--- src/rtl/core/pfw_pkg.sv ---
package pfw_pkg;

   // Field and register widths
   localparam int CFG_DIM_W    = 13;  // width_pixels / height_pixels
   localparam int CFG_BPR_W    = 12;  // bytes_per_row
   localparam int CSR_INDEX_W  = 3;
   localparam int CSR_DATA_W   = 13;
   localparam int COLOUR_W     = 4;
   localparam int ADDR_FIELD_W = 17;  // byte_address / read_address
   localparam int BYTE_W       = 8;
   localparam int RSP_DATA_W   = 32;  // byte_address + byte_data, padded to bytes
   localparam int PROD_W       = CFG_DIM_W + CFG_BPR_W;
   localparam int ADDR_SUM_W   = PROD_W + 1;
   localparam int MEM_ADDR_W   = 20;  // enough for the largest store

   // Front-to-back queue
   localparam int QUEUE_DEPTH = 4;
   localparam int QPTR_W      = 2;

   // Register indexes
   localparam logic [CSR_INDEX_W-1:0] REG_ROTATION = 3'd0;
   localparam logic [CSR_INDEX_W-1:0] REG_MIRROR   = 3'd1;
   localparam logic [CSR_INDEX_W-1:0] REG_WIDTH    = 3'd2;
   localparam logic [CSR_INDEX_W-1:0] REG_HEIGHT   = 3'd3;
   localparam logic [CSR_INDEX_W-1:0] REG_BPR      = 3'd4;
   localparam logic [CSR_INDEX_W-1:0] REG_DEPTH    = 3'd5;
   localparam logic [CSR_INDEX_W-1:0] REG_HALF     = 3'd6;

   // Request kinds
   localparam logic KIND_WRITE = 1'b0;
   localparam logic KIND_READ  = 1'b1;

   // Depth modes
   localparam logic [1:0] DEPTH_1BPP = 2'd0;
   localparam logic [1:0] DEPTH_2BPP = 2'd1;
   localparam logic [1:0] DEPTH_4BPP = 2'd2;
   localparam logic [1:0] DEPTH_NONE = 2'd3;

   // Pixel masks, most significant pixel first
   localparam logic [BYTE_W-1:0] MASK_1BPP = 8'h80;
   localparam logic [BYTE_W-1:0] MASK_2BPP = 8'hC0;
   localparam logic [BYTE_W-1:0] MASK_4BPP = 8'hF0;

   typedef struct packed {
      logic [1:0]           rotation;
      logic [1:0]           mirror_mode;
      logic [CFG_DIM_W-1:0] width_pixels;
      logic [CFG_DIM_W-1:0] height_pixels;
      logic [CFG_BPR_W-1:0] bytes_per_row;
      logic [1:0]           depth_mode;
      logic                 half_select;
   } cfg_type;

   localparam cfg_type CFG_RESET = '{
      rotation:      2'd0,
      mirror_mode:   2'd0,
      width_pixels:  13'd1360,
      height_pixels: 13'd480,
      bytes_per_row: 12'd170,
      depth_mode:    DEPTH_1BPP,
      half_select:   1'b0
   };

   // One classified request, ready for the store
   typedef struct packed {
      logic                    ok;         // accepted flag of the response
      logic                    wr;         // read-modify-write the store
      logic [MEM_ADDR_W-1:0]   mem_addr;
      logic [ADDR_FIELD_W-1:0] byte_addr;
      logic [BYTE_W-1:0]       clr_mask;
      logic [BYTE_W-1:0]       set_bits;
   } item_type;

endpackage

--- src/rtl/core/pfw_fifo.sv ---
module pfw_fifo (
   input  logic              clock,
   input  logic              reset,
   input  logic              push,
   input  pfw_pkg::item_type push_item,
   output logic              full,
   input  logic              pop,
   output logic              head_vld,
   output pfw_pkg::item_type head
);

   pfw_pkg::item_type               slot_ff [pfw_pkg::QUEUE_DEPTH];
   logic [pfw_pkg::QPTR_W-1:0]      wr_ptr_ff, wr_ptr_in;
   logic [pfw_pkg::QPTR_W-1:0]      rd_ptr_ff, rd_ptr_in;
   logic [pfw_pkg::QPTR_W:0]        count_ff, count_in;

   assign full     = count_ff == (pfw_pkg::QPTR_W + 1)'(pfw_pkg::QUEUE_DEPTH);
   assign head_vld = count_ff != '0;
   assign head     = slot_ff[rd_ptr_ff];

   always_comb begin
      wr_ptr_in = push ? wr_ptr_ff + 1'b1 : wr_ptr_ff;
      rd_ptr_in = pop  ? rd_ptr_ff + 1'b1 : rd_ptr_ff;
      count_in  = count_ff + (pfw_pkg::QPTR_W + 1)'(push) - (pfw_pkg::QPTR_W + 1)'(pop);
   end

   always_ff @(posedge clock) begin
      if (reset) begin
         wr_ptr_ff <= '0;
         rd_ptr_ff <= '0;
         count_ff  <= '0;
      end else begin
         wr_ptr_ff <= wr_ptr_in;
         rd_ptr_ff <= rd_ptr_in;
         count_ff  <= count_in;
      end
   end

   always_ff @(posedge clock) begin
      if (push) begin
         slot_ff[wr_ptr_ff] <= push_item;
      end
   end

endmodule

--- config.mk ---
export PLATFORM = sky130hd
export DESIGN_NAME = pfw_fifo
export DESIGN_NICKNAME = d
export VERILOG_FILES = /design/src/rtl/core/pfw_pkg.sv /design/src/rtl/core/pfw_fifo.sv
export SDC_FILE = /design/constraint.sdc
export NUM_CORES = 1
export LEC_CHECK = 0
export ABC_AREA = 1
export BUFFER_PORTS_ARGS = -buffer_cell sky130_fd_sc_hd__buf_2
export CAP_MARGIN = 30
export CORE_AREA = 2 2 154 156
export CTS_BUF_LIST = sky130_fd_sc_hd__clkbuf_4
export DETAILED_ROUTE_END_ITERATION = 8
export DIE_AREA = 0 0 156 158
export PLACE_DENSITY_LB_ADDON = 0.25
export SLEW_MARGIN = 20
export SYNTH_ARGS = -nofsm -noshare
export SYNTH_HDL_FRONTEND = slang
export SYNTH_SLANG_ARGS = --single-unit
--- constraint.sdc ---
create_clock -name clock -period 3.3 [get_ports clock]
set_input_delay 0.99 -clock clock [delete_from_list [all_inputs] [get_ports clock]]
set_output_delay 0.99 -clock clock [all_outputs]
set_load 0.005 [all_outputs]
# After elaboration in Yosys (flattened, before gate mapping)
# Memories as Yosys holds them, arrays and structs flattened. A register that Yosys moved wholly into a read port is not among the register bits.
# Index checks and enable logic that the tools add are counted.
# word_totals
ff_bits	7
input_bits	59
memories	1
elab_cells	14
mem_bits_rw	220
# op_classes
reduce_logical	1
n_mux	4
addsub	4
n_eq_ne	1
# memory_table
name	depth	width	read_ports	rd_ports_with_merged_regs	write_ports	line	source
slot_ff	4	55	1	1	1	pfw_fifo.sv:12	pfw_pkg::item_type slot_ff [pfw_pkg::QUEUE_DEPTH];
# ops
op	count
$add 2x1->2 const B	2
$mux 2	2
$add 3x1->3	1
$eq 3x3->1 const B	1
$reduce_bool 3->1	1
$sub 3x1->3	1
$mux 1	2

# Longest topological paths before layout
# logic_depth
depth_word	3
mapped_depth	9
mapped_depth_nobuf	9

# Worst setup path before layout
# No wires, ideal clock.
# synth_timing
path_kind	input-to-reg
start	in push
end	mem slot_ff[2][0] in the netlist's numbering (enable)
slack_ps	794
t_required_ps	2891
arrival_time_ps	2097
path_buffers	0
cell_stages	2
cell_sequence	nand2_1 -> inv_1
# synth_via
elab_chain_cells	2
# synth_rtl
element	line	source
start: declaration	pfw_fifo.sv:4	input logic push,
$mux 1	pfw_fifo.sv:40	if (push) begin
$mux 1 (not written as such)	pfw_fifo.sv:41	slot_ff[wr_ptr_ff] <= push_item;
end: declaration	pfw_fifo.sv:12	
# No other way between the ends.

==> results.md <==
* Status: finished clean
* CTS Sinks at around 230
* Design Power at between 6 and 7 mW
* R2R Path End: slot_ff[2][34]
* Worst-Margin Slew at ~570 ps
* Site Rows at 56
* Post-DRT Antenna Nets at 0
* Placeable Area at approximately 23000 sq um
* Seq/Total Area, Yosys at 0.751
* Synth cell types at 16
* Vias per cell at between 4 and 5
* Die H at 158 um
* HPWL after DPL at approximately 9.5 mm
* IO Port Bufs at 115
* Max Fclk at 338 MHz
* CTS H-tree lvls at 2
* Worst Path Arrival at just under 2000 ps
* Max Cap Viol at 0
* Final hold violation count at 0
* Clock skew at ~37 ps
* Cell taking the most area after synthesis: edfxtp_1
* Cells on worst reg2reg path at 5
* Root Buffer: clkbuf_4
* Final WL at between 15 and 20 mm
* GRT Residual Overflow at 0
* Inserted Clock Buffers at just over 60
* Kind of critical path: reg -> out
* Internal power at ~4.8 mW
* Max Slew Vio Count at 0
* Via count at 5521
* Worst r2r src: wr_ptr_ff[0]
* Leakage power at between 4 and 5 nW
* GRT Util Overall at 0.137
* Filler instances at between 2000 and 2500
* Maximum buffer depth of the clock tree at 3
* CP endpoint kind: output pin
* HP Start: rd_ptr_ff[1]
* Post-DP Area at between 9000 and 10000 sq um
* Seq pwr share at 0.543
* Final worst path period share at 0.898
* Final setup violation count at 0
* Skew-Pair Late Insertion Delay at 670 ps
* RSZ-0062 raised after global routing: false
* Setup slack, reg-to-reg at 1560 ps
* Warning count from the yosys run at 0
* TNS Setup at 0 ps
* Initial core utilization at 0.392
* P&R area growth vs syn at 18.4%
* Syn Inst Count at roughly 700
* Share of cells above drive strength 1 at 0.257
* Worst Hold Class: reg -> reg
* Ranking of synthesized cells by area: edfxtp_1 (73%), inv_1 (5.3%), nand2_1 (4.9%), o211ai_1 (4.6%), a21oi_1 (3.4%)
* Post-route design area at 10700 sq um
* Worst Setup Start Kind: flip-flop
* DR WL/cell at about 14 um
* Final nets at 920
* Die area at between 20000 and 25000 sq um
* Hold path depth at 2
* Gpl congestion at 0.681
* Vias in the first global route at 5229
* Logic gate share of total power at 0.091
* Number of gates resized after cts at 0
* Area of the multi-input gates at approximately 1600 sq um
* FF+latch count, synth at about 230
* Avg Cell Area, Syn at 12.9 sq um
* Crit-path max FO at 29
* DRC violations left at 0
* Worst ir drop on vdd at 0.253 mV
* Clk pwr share at 0.366
* Sw Share at 0.233
* Post-Syn Area at roughly 9000 sq um
* Slew HR at 0.622
* IO Pins at approximately 120
* Net Switching at about 1.4 mW
* First-pass GRT wire length at 26.0 mm
* PD cells at approximately 580 nW/um^2
* Die width at roughly 160 um
* Pin count of the biggest net entering global routing at 60
* Clock period minus worst slack at a little under 3000 ps
* 1st-pass router iterations at 4
* Initial antenna violation count at 2
* Yosys top cell area share at 0.731
* Worst Path Required at about 2300 ps
* Reg area at between 6000 and 7000 sq um
* CTS tree: done
* Clock slew at reported path FFs at about 60 ps
* Drt initial violations at between 200 and 300
* Post-synth net total at approximately 760
-- cells in the final DEF (no fill, tap or decap) --
master,instances
a21oi_1,61
buf_12,5
buf_16,1
buf_2,115
buf_4,8
clkbuf_4,89
clkinv_1,7
clkinv_2,3
dfxtp_1,7
dfxtp_4,2
diode_2,2
edfxtp_1,220
fa_1,1
ha_1,6
inv_1,123
inv_2,6
nand2_1,118
nand3_1,2
nor2_1,3
nor3_1,1
o211ai_1,55
o21ai_0,29
o21ai_1,30
-- kinds of logic (layout without fill, tap and decap cells) --
kind of cell | count (synthesis) | after routing | synth area share
simple gates | 124 | 124 | 0.0519
compound gates | 175 | 175 | 0.112
buf+inv | 163 | 357 | 0.0742
flops | 229 | 229 | 0.751
fa+ha+maj | 7 | 7 | 0.0105
other cells | 0 | 2 | 0
-- per-stage QoR --
stage	hold slack, ps	cells	utilization	setup WS [ps]
after floorplan	436	698	-	794
after global placement	445	1080	0.432	920
after detailed placement	464	1080	0.432	915
after CTS	451	1181	0.463	162
after global routing	463	1183	0.464	112
final	466	1184	0.464	337
-- cell type report --
class | instances | share of cell area
sequential | 229 | 0.635
multi-input combinational | 306 | 0.148
timing repair buffer | 129 | 0.0714
clock buffer | 89 | 0.0625
inverter | 127 | 0.0446
tap | 290 | 0.0339
clock inverter | 12 | 0.00456
antenna | 2 | 0.000468
-- how the worst max path moves through the flow --
stage / to / slack [ps] / cells after the start
floorplan: slot_ff[2][0] / 790 / 2
global placement: head[48] / 920 / 5
detailed placement: head[48] / 920 / 5
CTS: head[48] / 160 / 5
global route: head[20] / 110 / 5
finish: head[27] / 340 / 4
-- power groups by stage --
stage	Clock (mW)	Sequential, mW	Combinational (mW)
finish	2.27	3.37	0.565
global route	2.52	3.38	0.652
CTS	2.37	3.37	0.569
detailed placement	0	3.43	0.567
global placement	0	3.43	0.561
floorplan	0	3.41	0.328
-- critical path, stage by stage, from the launching register on --
cell and delay, ps:
dfxtp_4 550, buf_4 380, o211ai_1 140, nand2_1 110, buf_2 110
-- synth_stat cells --
library cell,count
o21ai_1,30
nand2_1,118
fa_1,1
clkbuf_1,3
nand3_1,2
nor2_1,3
nor3_1,1
inv_1,127
edfxtp_1,220
o21ai_0,29
ha_1,6
dfxtp_1,9
a21oi_1,61
buf_2,26
buf_4,7
o211ai_1,55
-- routing by layer --
metal	vias up	GRT usage	wire, um
met5	-	0	0
met3	44	0.0454	1020
li1	2768	-	-
met2	138	0.224	7850
met4	0	0.0590	457
met1	2571	0.167	7460
-- sequential cells by signal (all words and copies together), names as in the netlist, named ones only --
signal and count:
wr_ptr_ff 2, count_ff 3, slot_ff 220, rd_ptr_ff 2
-- what timing repair did --
item                                    4_1_cts  5_1_grt
endpoints found under the setup margin        0        1
buffers inserted                              0        1
hold buffers                                  0        0
(Power assumes the default switching activity.)
