[src/rtl/core/pfw_pkg.sv]
package pfw_pkg;

   // Field and register widths
   localparam int CFG_DIM_W    = 13;  // width_pixels / height_pixels
   localparam int CFG_BPR_W    = 12;  // bytes_per_row
   localparam int CSR_INDEX_W  = 3;
   localparam int CSR_DATA_W   = 13;
   localparam int COLOUR_W     = 4;
   localparam int ADDR_FIELD_W = 17;  // byte_address / read_address
   localparam int BYTE_W       = 8;
   localparam int RSP_DATA_W   = 32;  // byte_address + byte_data, padded to bytes
   localparam int PROD_W       = CFG_DIM_W + CFG_BPR_W;
   localparam int ADDR_SUM_W   = PROD_W + 1;
   localparam int MEM_ADDR_W   = 20;  // enough for the largest store

   // Front-to-back queue
   localparam int QUEUE_DEPTH = 4;
   localparam int QPTR_W      = 2;

   // Register indexes
   localparam logic [CSR_INDEX_W-1:0] REG_ROTATION = 3'd0;
   localparam logic [CSR_INDEX_W-1:0] REG_MIRROR   = 3'd1;
   localparam logic [CSR_INDEX_W-1:0] REG_WIDTH    = 3'd2;
   localparam logic [CSR_INDEX_W-1:0] REG_HEIGHT   = 3'd3;
   localparam logic [CSR_INDEX_W-1:0] REG_BPR      = 3'd4;
   localparam logic [CSR_INDEX_W-1:0] REG_DEPTH    = 3'd5;
   localparam logic [CSR_INDEX_W-1:0] REG_HALF     = 3'd6;

   // Request kinds
   localparam logic KIND_WRITE = 1'b0;
   localparam logic KIND_READ  = 1'b1;

   // Depth modes
   localparam logic [1:0] DEPTH_1BPP = 2'd0;
   localparam logic [1:0] DEPTH_2BPP = 2'd1;
   localparam logic [1:0] DEPTH_4BPP = 2'd2;
   localparam logic [1:0] DEPTH_NONE = 2'd3;

   // Pixel masks, most significant pixel first
   localparam logic [BYTE_W-1:0] MASK_1BPP = 8'h80;
   localparam logic [BYTE_W-1:0] MASK_2BPP = 8'hC0;
   localparam logic [BYTE_W-1:0] MASK_4BPP = 8'hF0;

   typedef struct packed {
      logic [1:0]           rotation;
      logic [1:0]           mirror_mode;
      logic [CFG_DIM_W-1:0] width_pixels;
      logic [CFG_DIM_W-1:0] height_pixels;
      logic [CFG_BPR_W-1:0] bytes_per_row;
      logic [1:0]           depth_mode;
      logic                 half_select;
   } cfg_type;

   localparam cfg_type CFG_RESET = '{
      rotation:      2'd0,
      mirror_mode:   2'd0,
      width_pixels:  13'd1360,
      height_pixels: 13'd480,
      bytes_per_row: 12'd170,
      depth_mode:    DEPTH_1BPP,
      half_select:   1'b0
   };

   // One classified request, ready for the store
   typedef struct packed {
      logic                    ok;         // accepted flag of the response
      logic                    wr;         // read-modify-write the store
      logic [MEM_ADDR_W-1:0]   mem_addr;
      logic [ADDR_FIELD_W-1:0] byte_addr;
      logic [BYTE_W-1:0]       clr_mask;
      logic [BYTE_W-1:0]       set_bits;
   } item_type;

endpackage

[src/rtl/core/pfw_front.sv]
module pfw_front #(
   parameter int COORD_BITS  = 13,
   parameter int STORE_BYTES = 131072
) (
   input  logic                                clock,
   input  logic                                reset,
   input  pfw_pkg::cfg_type                    cfg,
   input  logic                                in_valid,
   output logic                                in_ready,
   input  logic                                in_kind,
   input  logic [COORD_BITS-1:0]               in_x,
   input  logic [COORD_BITS-1:0]               in_y,
   input  logic [pfw_pkg::COLOUR_W-1:0]        in_colour,
   input  logic [pfw_pkg::ADDR_FIELD_W-1:0]    in_raddr,
   input  logic                                q_full,
   output logic                                push,
   output pfw_pkg::item_type                   push_item
);

   localparam int CW = (COORD_BITS > pfw_pkg::CFG_DIM_W) ? COORD_BITS : pfw_pkg::CFG_DIM_W;
   localparam int SW = CW + 3;
   localparam logic [pfw_pkg::ADDR_SUM_W-1:0] STORE_LIM = pfw_pkg::ADDR_SUM_W'(STORE_BYTES);

   logic advance;

   // Stage 1: rotate and mirror
   logic                                f1_vld_ff, f1_vld_in;
   logic                                f1_kind_ff;
   logic signed [SW-1:0]                f1_x_ff, f1_x_in;
   logic signed [SW-1:0]                f1_y_ff, f1_y_in;
   logic [pfw_pkg::COLOUR_W-1:0]        f1_colour_ff;
   logic [pfw_pkg::ADDR_FIELD_W-1:0]    f1_raddr_ff;

   // Stage 2: half select, bounds, packing, row multiply
   logic                                f2_vld_ff;
   logic                                f2_kind_ff;
   logic                                f2_ok_ff, f2_ok_in;
   logic [pfw_pkg::PROD_W-1:0]          f2_prod_ff, f2_prod_in;
   logic [pfw_pkg::CFG_DIM_W-1:0]       f2_xbyte_ff, f2_xbyte_in;
   logic [pfw_pkg::BYTE_W-1:0]          f2_clr_ff, f2_clr_in;
   logic [pfw_pkg::BYTE_W-1:0]          f2_set_ff, f2_set_in;
   logic [pfw_pkg::ADDR_FIELD_W-1:0]    f2_raddr_ff;

   logic signed [SW-1:0] px_s, py_s, w_s, h_s, x_src, y_src, xh;
   logic                 x_flip, y_flip, in_half;
   logic [pfw_pkg::CFG_DIM_W-1:0] ux, uy;
   logic [2:0]                    shift;
   logic [pfw_pkg::BYTE_W-1:0]    bits;
   logic [pfw_pkg::ADDR_SUM_W-1:0] addr_sum;

   assign advance  = !q_full;
   assign in_ready = advance;
   assign push     = advance && f2_vld_ff;

   assign w_s = SW'(cfg.width_pixels);
   assign h_s = SW'(cfg.height_pixels);

   // Rotation then mirror collapses to a swap plus one flip per axis
   always_comb begin
      px_s   = SW'(in_x);
      py_s   = SW'(in_y);
      x_src  = cfg.rotation[0] ? py_s : px_s;
      y_src  = cfg.rotation[0] ? px_s : py_s;
      x_flip = cfg.rotation[0] ^ cfg.rotation[1] ^ cfg.mirror_mode[0];
      y_flip = cfg.rotation[1] ^ cfg.mirror_mode[1];
      f1_x_in = x_flip ? (w_s - SW'(1) - x_src) : x_src;
      f1_y_in = y_flip ? (h_s - SW'(1) - y_src) : y_src;
      f1_vld_in = in_valid;
   end

   always_comb begin
      in_half = !cfg.half_select || !(f1_x_ff < w_s);
      xh      = cfg.half_select ? (f1_x_ff - w_s) : f1_x_ff;
      f2_ok_in = in_half && !xh[SW-1] && (xh < w_s) && !f1_y_ff[SW-1] && (f1_y_ff < h_s)
                 && (cfg.depth_mode != pfw_pkg::DEPTH_NONE);
      ux = xh[pfw_pkg::CFG_DIM_W-1:0];
      uy = f1_y_ff[pfw_pkg::CFG_DIM_W-1:0];
      f2_prod_in = pfw_pkg::PROD_W'(uy) * pfw_pkg::PROD_W'(cfg.bytes_per_row);
      unique case (cfg.depth_mode)
         pfw_pkg::DEPTH_1BPP: begin
            f2_xbyte_in = ux >> 3;
            shift       = ~ux[2:0];
            bits        = pfw_pkg::BYTE_W'(f1_colour_ff != '0) << 7;
            f2_clr_in   = pfw_pkg::MASK_1BPP;
         end
         pfw_pkg::DEPTH_2BPP: begin
            f2_xbyte_in = ux >> 2;
            shift       = {~ux[1:0], 1'b0};
            bits        = pfw_pkg::BYTE_W'(f1_colour_ff[1:0]) << 6;
            f2_clr_in   = pfw_pkg::MASK_2BPP;
         end
         default: begin
            f2_xbyte_in = ux >> 1;
            shift       = {~ux[0], 2'b00};
            bits        = pfw_pkg::BYTE_W'(f1_colour_ff) << 4;
            f2_clr_in   = pfw_pkg::MASK_4BPP;
         end
      endcase
      // Masks were built at the top pixel; slide them down to the target
      f2_clr_in = f2_clr_in >> (3'd7 - shift - ((cfg.depth_mode == pfw_pkg::DEPTH_1BPP) ? 3'd0 :
                  (cfg.depth_mode == pfw_pkg::DEPTH_2BPP) ? 3'd1 : 3'd3));
      f2_set_in = bits >> (3'd7 - shift - ((cfg.depth_mode == pfw_pkg::DEPTH_1BPP) ? 3'd0 :
                  (cfg.depth_mode == pfw_pkg::DEPTH_2BPP) ? 3'd1 : 3'd3));
   end

   always_ff @(posedge clock) begin
      if (reset) begin
         f1_vld_ff <= 1'b0;
         f2_vld_ff <= 1'b0;
      end else if (advance) begin
         f1_vld_ff <= f1_vld_in;
         f2_vld_ff <= f1_vld_ff;
      end
   end

   always_ff @(posedge clock) begin
      if (advance) begin
         f1_kind_ff   <= in_kind;
         f1_x_ff      <= f1_x_in;
         f1_y_ff      <= f1_y_in;
         f1_colour_ff <= in_colour;
         f1_raddr_ff  <= in_raddr;
         f2_kind_ff   <= f1_kind_ff;
         f2_ok_ff     <= f2_ok_in;
         f2_prod_ff   <= f2_prod_in;
         f2_xbyte_ff  <= f2_xbyte_in;
         f2_clr_ff    <= f2_clr_in;
         f2_set_ff    <= f2_set_in;
         f2_raddr_ff  <= f1_raddr_ff;
      end
   end

   // Final address and store range check, then classify
   always_comb begin
      addr_sum = pfw_pkg::ADDR_SUM_W'(f2_prod_ff) + pfw_pkg::ADDR_SUM_W'(f2_xbyte_ff);
      push_item = '0;
      if (f2_kind_ff == pfw_pkg::KIND_READ) begin
         push_item.ok        = pfw_pkg::ADDR_SUM_W'(f2_raddr_ff) < STORE_LIM;
         push_item.wr        = 1'b0;
         push_item.mem_addr  = pfw_pkg::MEM_ADDR_W'(f2_raddr_ff);
         push_item.byte_addr = f2_raddr_ff;
      end else if (f2_ok_ff && (addr_sum < STORE_LIM)) begin
         push_item.ok        = 1'b1;
         push_item.wr        = 1'b1;
         push_item.mem_addr  = addr_sum[pfw_pkg::MEM_ADDR_W-1:0];
         push_item.byte_addr = addr_sum[pfw_pkg::ADDR_FIELD_W-1:0];
         push_item.clr_mask  = f2_clr_ff;
         push_item.set_bits  = f2_set_ff;
      end
   end

endmodule

[config.mk]
export PLATFORM = sky130hd
export DESIGN_NAME = pfw_front
export DESIGN_NICKNAME = d
export VERILOG_FILES = /design/src/rtl/core/pfw_pkg.sv /design/src/rtl/core/pfw_front.sv
export SDC_FILE = /design/constraint.sdc
export NUM_CORES = 1
export LEC_CHECK = 0
export ABC_AREA = 1
export ABC_CLOCK_PERIOD_IN_PS = 7660
export BUFFER_PORTS_ARGS = -buffer_cell sky130_fd_sc_hd__buf_2
export CAP_MARGIN = 20
export CORE_MARGIN = 2
export CORE_UTILIZATION = 50
export CTS_CLUSTER_DIAMETER = 60
export DETAILED_ROUTE_END_ITERATION = 16
export PLACE_DENSITY_LB_ADDON = 0.15
export SYNTH_ARGS = -nofsm -noshare
export SYNTH_HDL_FRONTEND = slang
export SYNTH_SLANG_ARGS = --single-unit
export TNS_END_PERCENT = 1
[constraint.sdc]
create_clock -name clock -period 7.66 [get_ports clock]
set_clock_uncertainty 0.05 [all_clocks]
set_input_delay 0.383 -clock clock [delete_from_list [all_inputs] [get_ports clock]]
set_output_delay 0.383 -clock clock [all_outputs]
set_load 0.05 [all_outputs]
# Word level (Yosys, flattened, before mapping)
# Cells that the tools add are included.
[classes] n_addsub=8 multipliers=1 n_lt_le_gt_ge=4 eq_ne=2 shift=2 mux=14 bitwise_logic=6 n_reduce_logical=15
[op_table] operator="$mux 16" n=4
[op_table] operator="$mux 55" n=1
[op_table] operator="$lt 16x14->1" n=3
[op_table] operator="$mux 39" n=1
[op_table] operator="$sub 14x14->15" n=2
[op_table] operator="$sub 13x1->14 const B" n=2
[op_table] operator="$add 25x13->26" n=1
[op_table] operator="$lt 26x18->1 const B" n=1
[op_table] operator="$mux 13" n=2
[op_table] operator="$mul 13x12->25" n=1
[op_table] operator="$pmux 12 s2" n=1
[op_table] operator="$pmux 8 s2" n=1
[op_table] operator="$shr 8x3->8" n=2
[op_table] operator="$sub 16x14->16" n=1
[op_table] operator="$pmux 7 s2" n=1
[op_table] operator="$logic_and 1x1->1" n=7
[op_table] operator="$pmux 3 s2" n=1
[op_table] operator="$logic_not 1->1" n=5
[op_table] operator="$mux 2" n=2
[op_table] operator="$reduce_bool 4->1" n=1
[op_table] operator="$not 3->3" n=1
[op_table] operator="$sub 3x2->3" n=1
[op_table] operator="$sub 3x3->3 const A" n=1
[op_table] operator="$xor 1x1->1" n=3
[op_table] operator="6 further kinds" n=6
[totals] reg_bits=129 in_bits=97 out_inout_bits=57 word_cells=66

# Logic depth before layout (Yosys ltp)
[logic_depth] word_depth=8 depth_mapped=22 mapped_depth_nobuf=21

# Least setup slack after synthesis
# OpenSTA, ideal clock, no wires.
[synth_timing] path_type="in2reg" from="in cfg[14] (netlist bit)" to="reg f2_prod_ff[20] (netlist bit) (data pin)" arrival_time_ns=4.887 t_required_ns=7.345 path_slack_ns=2.458 cell_stages=18 cell_sequence="clkbuf_1 -> nand2_1 -> fa_1 -> fa_1 -> inv_1 -> fa_1 -> fa_1 -> inv_1 -> fa_1 -> inv_1 -> ha_1 -> a21oi_1 -> o21ai_0 -> a21oi_1 -> o21ai_0 -> a21oi_1 -> o21ai_0 -> xor2_1"
[synth_via] elab_chain_cells=1
[synth_rtl] element="start: declaration" line="pfw_front.sv:7" rtl="input pfw_pkg::cfg_type cfg,"
[synth_rtl] element="$mul 13x12->25" line="pfw_front.sv:78" rtl="f2_prod_in = pfw_pkg::PROD_W'(uy) * pfw_pkg::PROD_W'(cfg.bytes_per_row);"
[synth_rtl] element="via f2_prod_in (one bit)" line="pfw_front.sv:38" rtl="logic [pfw_pkg::PROD_W-1:0] f2_prod_ff, f2_prod_in;"
[synth_rtl] element="end signal: assignment" line="pfw_front.sv:125" rtl="f2_prod_ff <= f2_prod_in;"
[synth_rtl] element="end: declaration" line="pfw_front.sv:38"
# The timed path passes the listed nets, and every way through them passes these cells.
# A chain may end at the register's enable or synchronous reset.

# Worst setup path in the final report
[layout_timing] from="reg f1_y_ff[5]" to="reg f2_prod_ff[21] (netlist bit) (data pin)"
[layout_via] elab_chain_cells=1
[layout_rtl] element="start: declaration" line="pfw_front.sv:30" rtl="logic signed [SW-1:0] f1_y_ff, f1_y_in;"
[layout_rtl] element="start signal: assignment" line="pfw_front.sv:120" rtl="f1_y_ff <= f1_y_in;"
[layout_rtl] element="$mul 13x12->25" line="pfw_front.sv:78"
[layout_rtl] element="via f2_prod_in (one bit)" line="pfw_front.sv:38"
# The timed path passes the listed nets, and every way through them passes these cells.

==> flow_metrics.env <==
export IMPL_whs_path_depth=2
export IMPL_cap_violations=0
export IMPL_slew_headroom=0.315
export IMPL_die_area_sq_um=31300
export IMPL_post_cts_buffers=0
export IMPL_antenna_found_initial=0
export IMPL_wl_um=36300
export IMPL_drtIter0Drc=691
export IMPL_synth_edf_count=124
export IMPL_synth_cell_type_count=48
export IMPL_synth_ff_latch_count=126
export IMPL_fin_crit_sh=0.725
export IMPL_cts_buffers=17
export IMPL_slowest_delay_ps=620
export IMPL_rsz0062_at_grt="false"
export IMPL_period_minus_slack_ps=5550
export IMPL_netlist_area_sq_um=14900
export IMPL_critPathSlowestCell="edfxtp_1"
export IMPL_synthSimpleGateAreaFrac=0.225
export IMPL_cp_arrival_ps=5680
export IMPL_holdPathEnd="f1_vld_ff"
export IMPL_wl_per_cell_um=14.9
export IMPL_crit_path_cell_trace="nand2_1, fa_1, inv_1, fa_1, inv_1, fa_1, inv_1, fa_1, inv_1, fa_1, inv_1, ha_1, nand2_1, o21ai_0, a21oi_1, o21ai_0, nand2_1, nand2_1, nand3b_1, nand2_1, xor2_1"
export IMPL_r2r_cells=21
export IMPL_yosysSeqAreaShare=0.252
export IMPL_power_leakage_nw=8.64
export IMPL_cts_sinks=126
export IMPL_power_density_nw_per_um2=401
export IMPL_holdCritStartpoint="reset"
export IMPL_root_buffer="clkbuf_16"
export IMPL_antenna_cells=0
export IMPL_synth_adder_area_share=0.273
export IMPL_yosys_mux_area_fraction=0.000670
export IMPL_drive_gt1_frac=0.107
export IMPL_cts_tree="yes"
export IMPL_overflow=0
export IMPL_worstSetupPathType="flop to flop"
export IMPL_synth_compound_area_frac=0.0855
export IMPL_die_x_um=177
export IMPL_synth_xor_area_share=0.0451
export IMPL_coreArea_sq_um=29600
export IMPL_cts_htree_levels=4
export IMPL_route_detailed_drc=0
export IMPL_rows=63
export IMPL_end_kind="flop"
export IMPL_r2r_end="f2_prod_ff[21]"
export IMPL_postSynthCellCount=1937
export IMPL_path_buf_inv=5
export IMPL_ctsResizeCount=0
export IMPL_postSynthAreaPerCell_sq_um=7.71
export IMPL_fmax_ghz=0.180
export IMPL_ff2ff_setup_slack_ps=2110
export IMPL_yosysWarningCount=0
export IMPL_cts_path_max_buffers=2
export IMPL_setup_viol=0
export IMPL_synthFlopType="edfxtp_1"
export IMPL_via_per_inst=5.07
export IMPL_required_ps=7780
export IMPL_die_y_um=177
export IMPL_fillers=2878
export IMPL_synthArstFlopShare=0
export IMPL_path_max_fanout=13
export IMPL_hold_viol=0
export IMPL_min_path_type="input port to flop"
export IMPL_crit_reg2reg_launch="f1_y_ff[5]"
export IMPL_synth_top_family_by_area="adder cells"
export IMPL_status="completed"
export IMPL_dr_pass1_iters=5
export IMPL_worstMarginPinSlew_ps=1030
export IMPL_grtUsageTotal=0.238
export IMPL_initial_core_util=0.505
export IMPL_ant_nets=0
export IMPL_area_growth_pct=9.69
export IMPL_grt_start_max_net_pins=82
export IMPL_cp_start_kind="flop"
export IMPL_hpwl_um=30200
export IMPL_grt_pass1_wl_um=59200
export IMPL_setup_tns_final_ps=0
export IMPL_io_pins=154
export IMPL_routed_via_count=12400
export IMPL_clk_latency_ps=420
export IMPL_vdd_ir_drop_max_mv=0.369
export IMPL_clkSlewWorstSetupHoldPaths_ps=70
export IMPL_grt_pass1_vias=12000
export IMPL_finalMaxSlewViolations=0
export IMPL_finalNetCount=2394
export IMPL_port_buffers=150
export IMPL_total_power_mw=6.57
export IMPL_postCtsHoldBufs=0
export IMPL_crit_family="adder cells"
export IMPL_gp_congestion=0.911
placed cells by master, fill, tap and decap left out, types with 4 or more instances in the layout:
cell type	count
nand2_1	501
inv_1	377
buf_2	150
ha_1	143
edfxtp_1	124
fa_1	114
nor2_1	109
o21ai_0	97
a21oi_1	93
nand3_1	93
xor2_1	60
nand4_1	21
xnor2_1	17
clkbuf_16	17
nor3_1	16
or2_2	12
o22ai_1	11
nor2_4	9
nand3b_1	8
a21boi_0	6
a31oi_1	5
nor2_2	5
nand3_2	4
inv_2	4
clkinv_4	4
stage by stage:
stage,worst slack [ps],cell area (sq um),utilization,hold WS [ps],std cells
6_report,2110,16400,0.554,73.6,2442
4_1_cts,2100,16400,0.554,53.7,2442
2_1_floorplan,2460,14900,-,350,1939
5_1_grt,1780,16400,0.554,67.5,2442
3_5_place_dp,2090,15800,0.536,355,2411
3_3_place_gp,2230,15800,0.536,352,2411
power breakdown:
part,switching [mW],leakage (nW),internal [mW]
clock,0.337,0.261,0.419
sequential,0.131,1.24,1.12
combinational,2.85,7.14,1.71
cell usage after synthesis, types with 2 or more instances:
| cell | instances | area share |
|---|---|---|
| nand2_1 | 501 | 0.13 |
| inv_1 | 378 | 0.095 |
| ha_1 | 143 | 0.12 |
| edfxtp_1 | 124 | 0.25 |
| fa_1 | 114 | 0.15 |
| nor2_1 | 109 | 0.027 |
| o21ai_0 | 97 | 0.032 |
| a21oi_1 | 93 | 0.031 |
| nand3_1 | 93 | 0.031 |
| xor2_1 | 60 | 0.035 |
| clkbuf_1 | 45 | 0.011 |
| buf_4 | 21 | 0.011 |
| nand4_1 | 21 | 0.0088 |
| xnor2_1 | 17 | 0.010 |
| nor3_1 | 16 | 0.0054 |
| or2_2 | 12 | 0.0050 |
| o22ai_1 | 11 | 0.0046 |
| nor2_4 | 9 | 0.0068 |
| nand3b_1 | 8 | 0.0040 |
| a21boi_0 | 6 | 0.0030 |
| a31oi_1 | 5 | 0.0021 |
| nor2_2 | 5 | 0.0021 |
| inv_2 | 4 | 0.0010 |
| nand3_2 | 4 | 0.0027 |
| a211oi_1 | 3 | 0.0015 |
| a21o_1 | 3 | 0.0015 |
| nor4_1 | 3 | 0.0013 |
| o2111ai_1 | 3 | 0.0018 |
| o21a_1 | 3 | 0.0015 |
| o31ai_1 | 3 | 0.0015 |
| and3_1 | 2 | 0.00084 |
| dfxtp_1 | 2 | 0.0027 |
| o211ai_1 | 2 | 0.0010 |
| o21ai_1 | 2 | 0.00067 |
| o21bai_1 | 2 | 0.0010 |
layout make-up:
class                           count  area (sq um)  share of cell area
Multi-Input combinational cell   1362          9400               0.574
Sequential cell                   126          3760               0.230
Inverter                          382          1440              0.0877
Timing Repair Buffer              151           758              0.0463
Tap cell                          390           488              0.0298
Clock buffer                       18           429              0.0262
Clock inverter                     13           109             0.00664
per-layer routing:
layer / track usage / vias to the layer above / routed length, um
met5: 0 / - / 0
met4: 0.0527 / 0 / 459
met3: 0.0339 / 30 / 1840
met2: 0.404 / 352 / 16900
met1: 0.325 / 5673 / 17100
li1: - / 6337 / -
cells by family (layout without fill, tap and decap cells):
family,Yosys count,after routing
simple gates,788,788
mux,1,1
buf+inv,451,564
other cells,1,3
fa+ha+maj,257,257
flops,126,126
compound gates,236,236
xor+xnor,77,77
registers in the layout (all words and copies together) (netlist names):
| register | count |
|---|---|
| f1_x_ff | 15 |
| f2_prod_ff | 25 |
| f2_vld_ff | 1 |
| f2_raddr_ff | 17 |
| f2_ok_ff | 1 |
| f1_vld_ff | 1 |
| f2_set_ff | 8 |
| f1_raddr_ff | 17 |
| f1_colour_ff | 4 |
| f2_xbyte_ff | 12 |
| f1_kind_ff | 1 |
| f2_kind_ff | 1 |
| f1_y_ff | 15 |
| f2_clr_ff | 8 |
worst max path at each step:
stage	cells past startpoint	slack, ps	end	start
after floorplan	18	2460	f2_prod_ff[20]	cfg[14]
after global placement	22	2230	f2_prod_ff[21]	cfg[8]
after detailed placement	22	2090	f2_prod_ff[21]	cfg[8]
after CTS	21	2100	f2_prod_ff[21]	f1_y_ff[5]
after global routing	21	1780	f2_prod_ff[21]	f1_y_ff[6]
final	21	2110	f2_prod_ff[21]	f1_y_ff[5]
(Power assumes the default switching activity.)
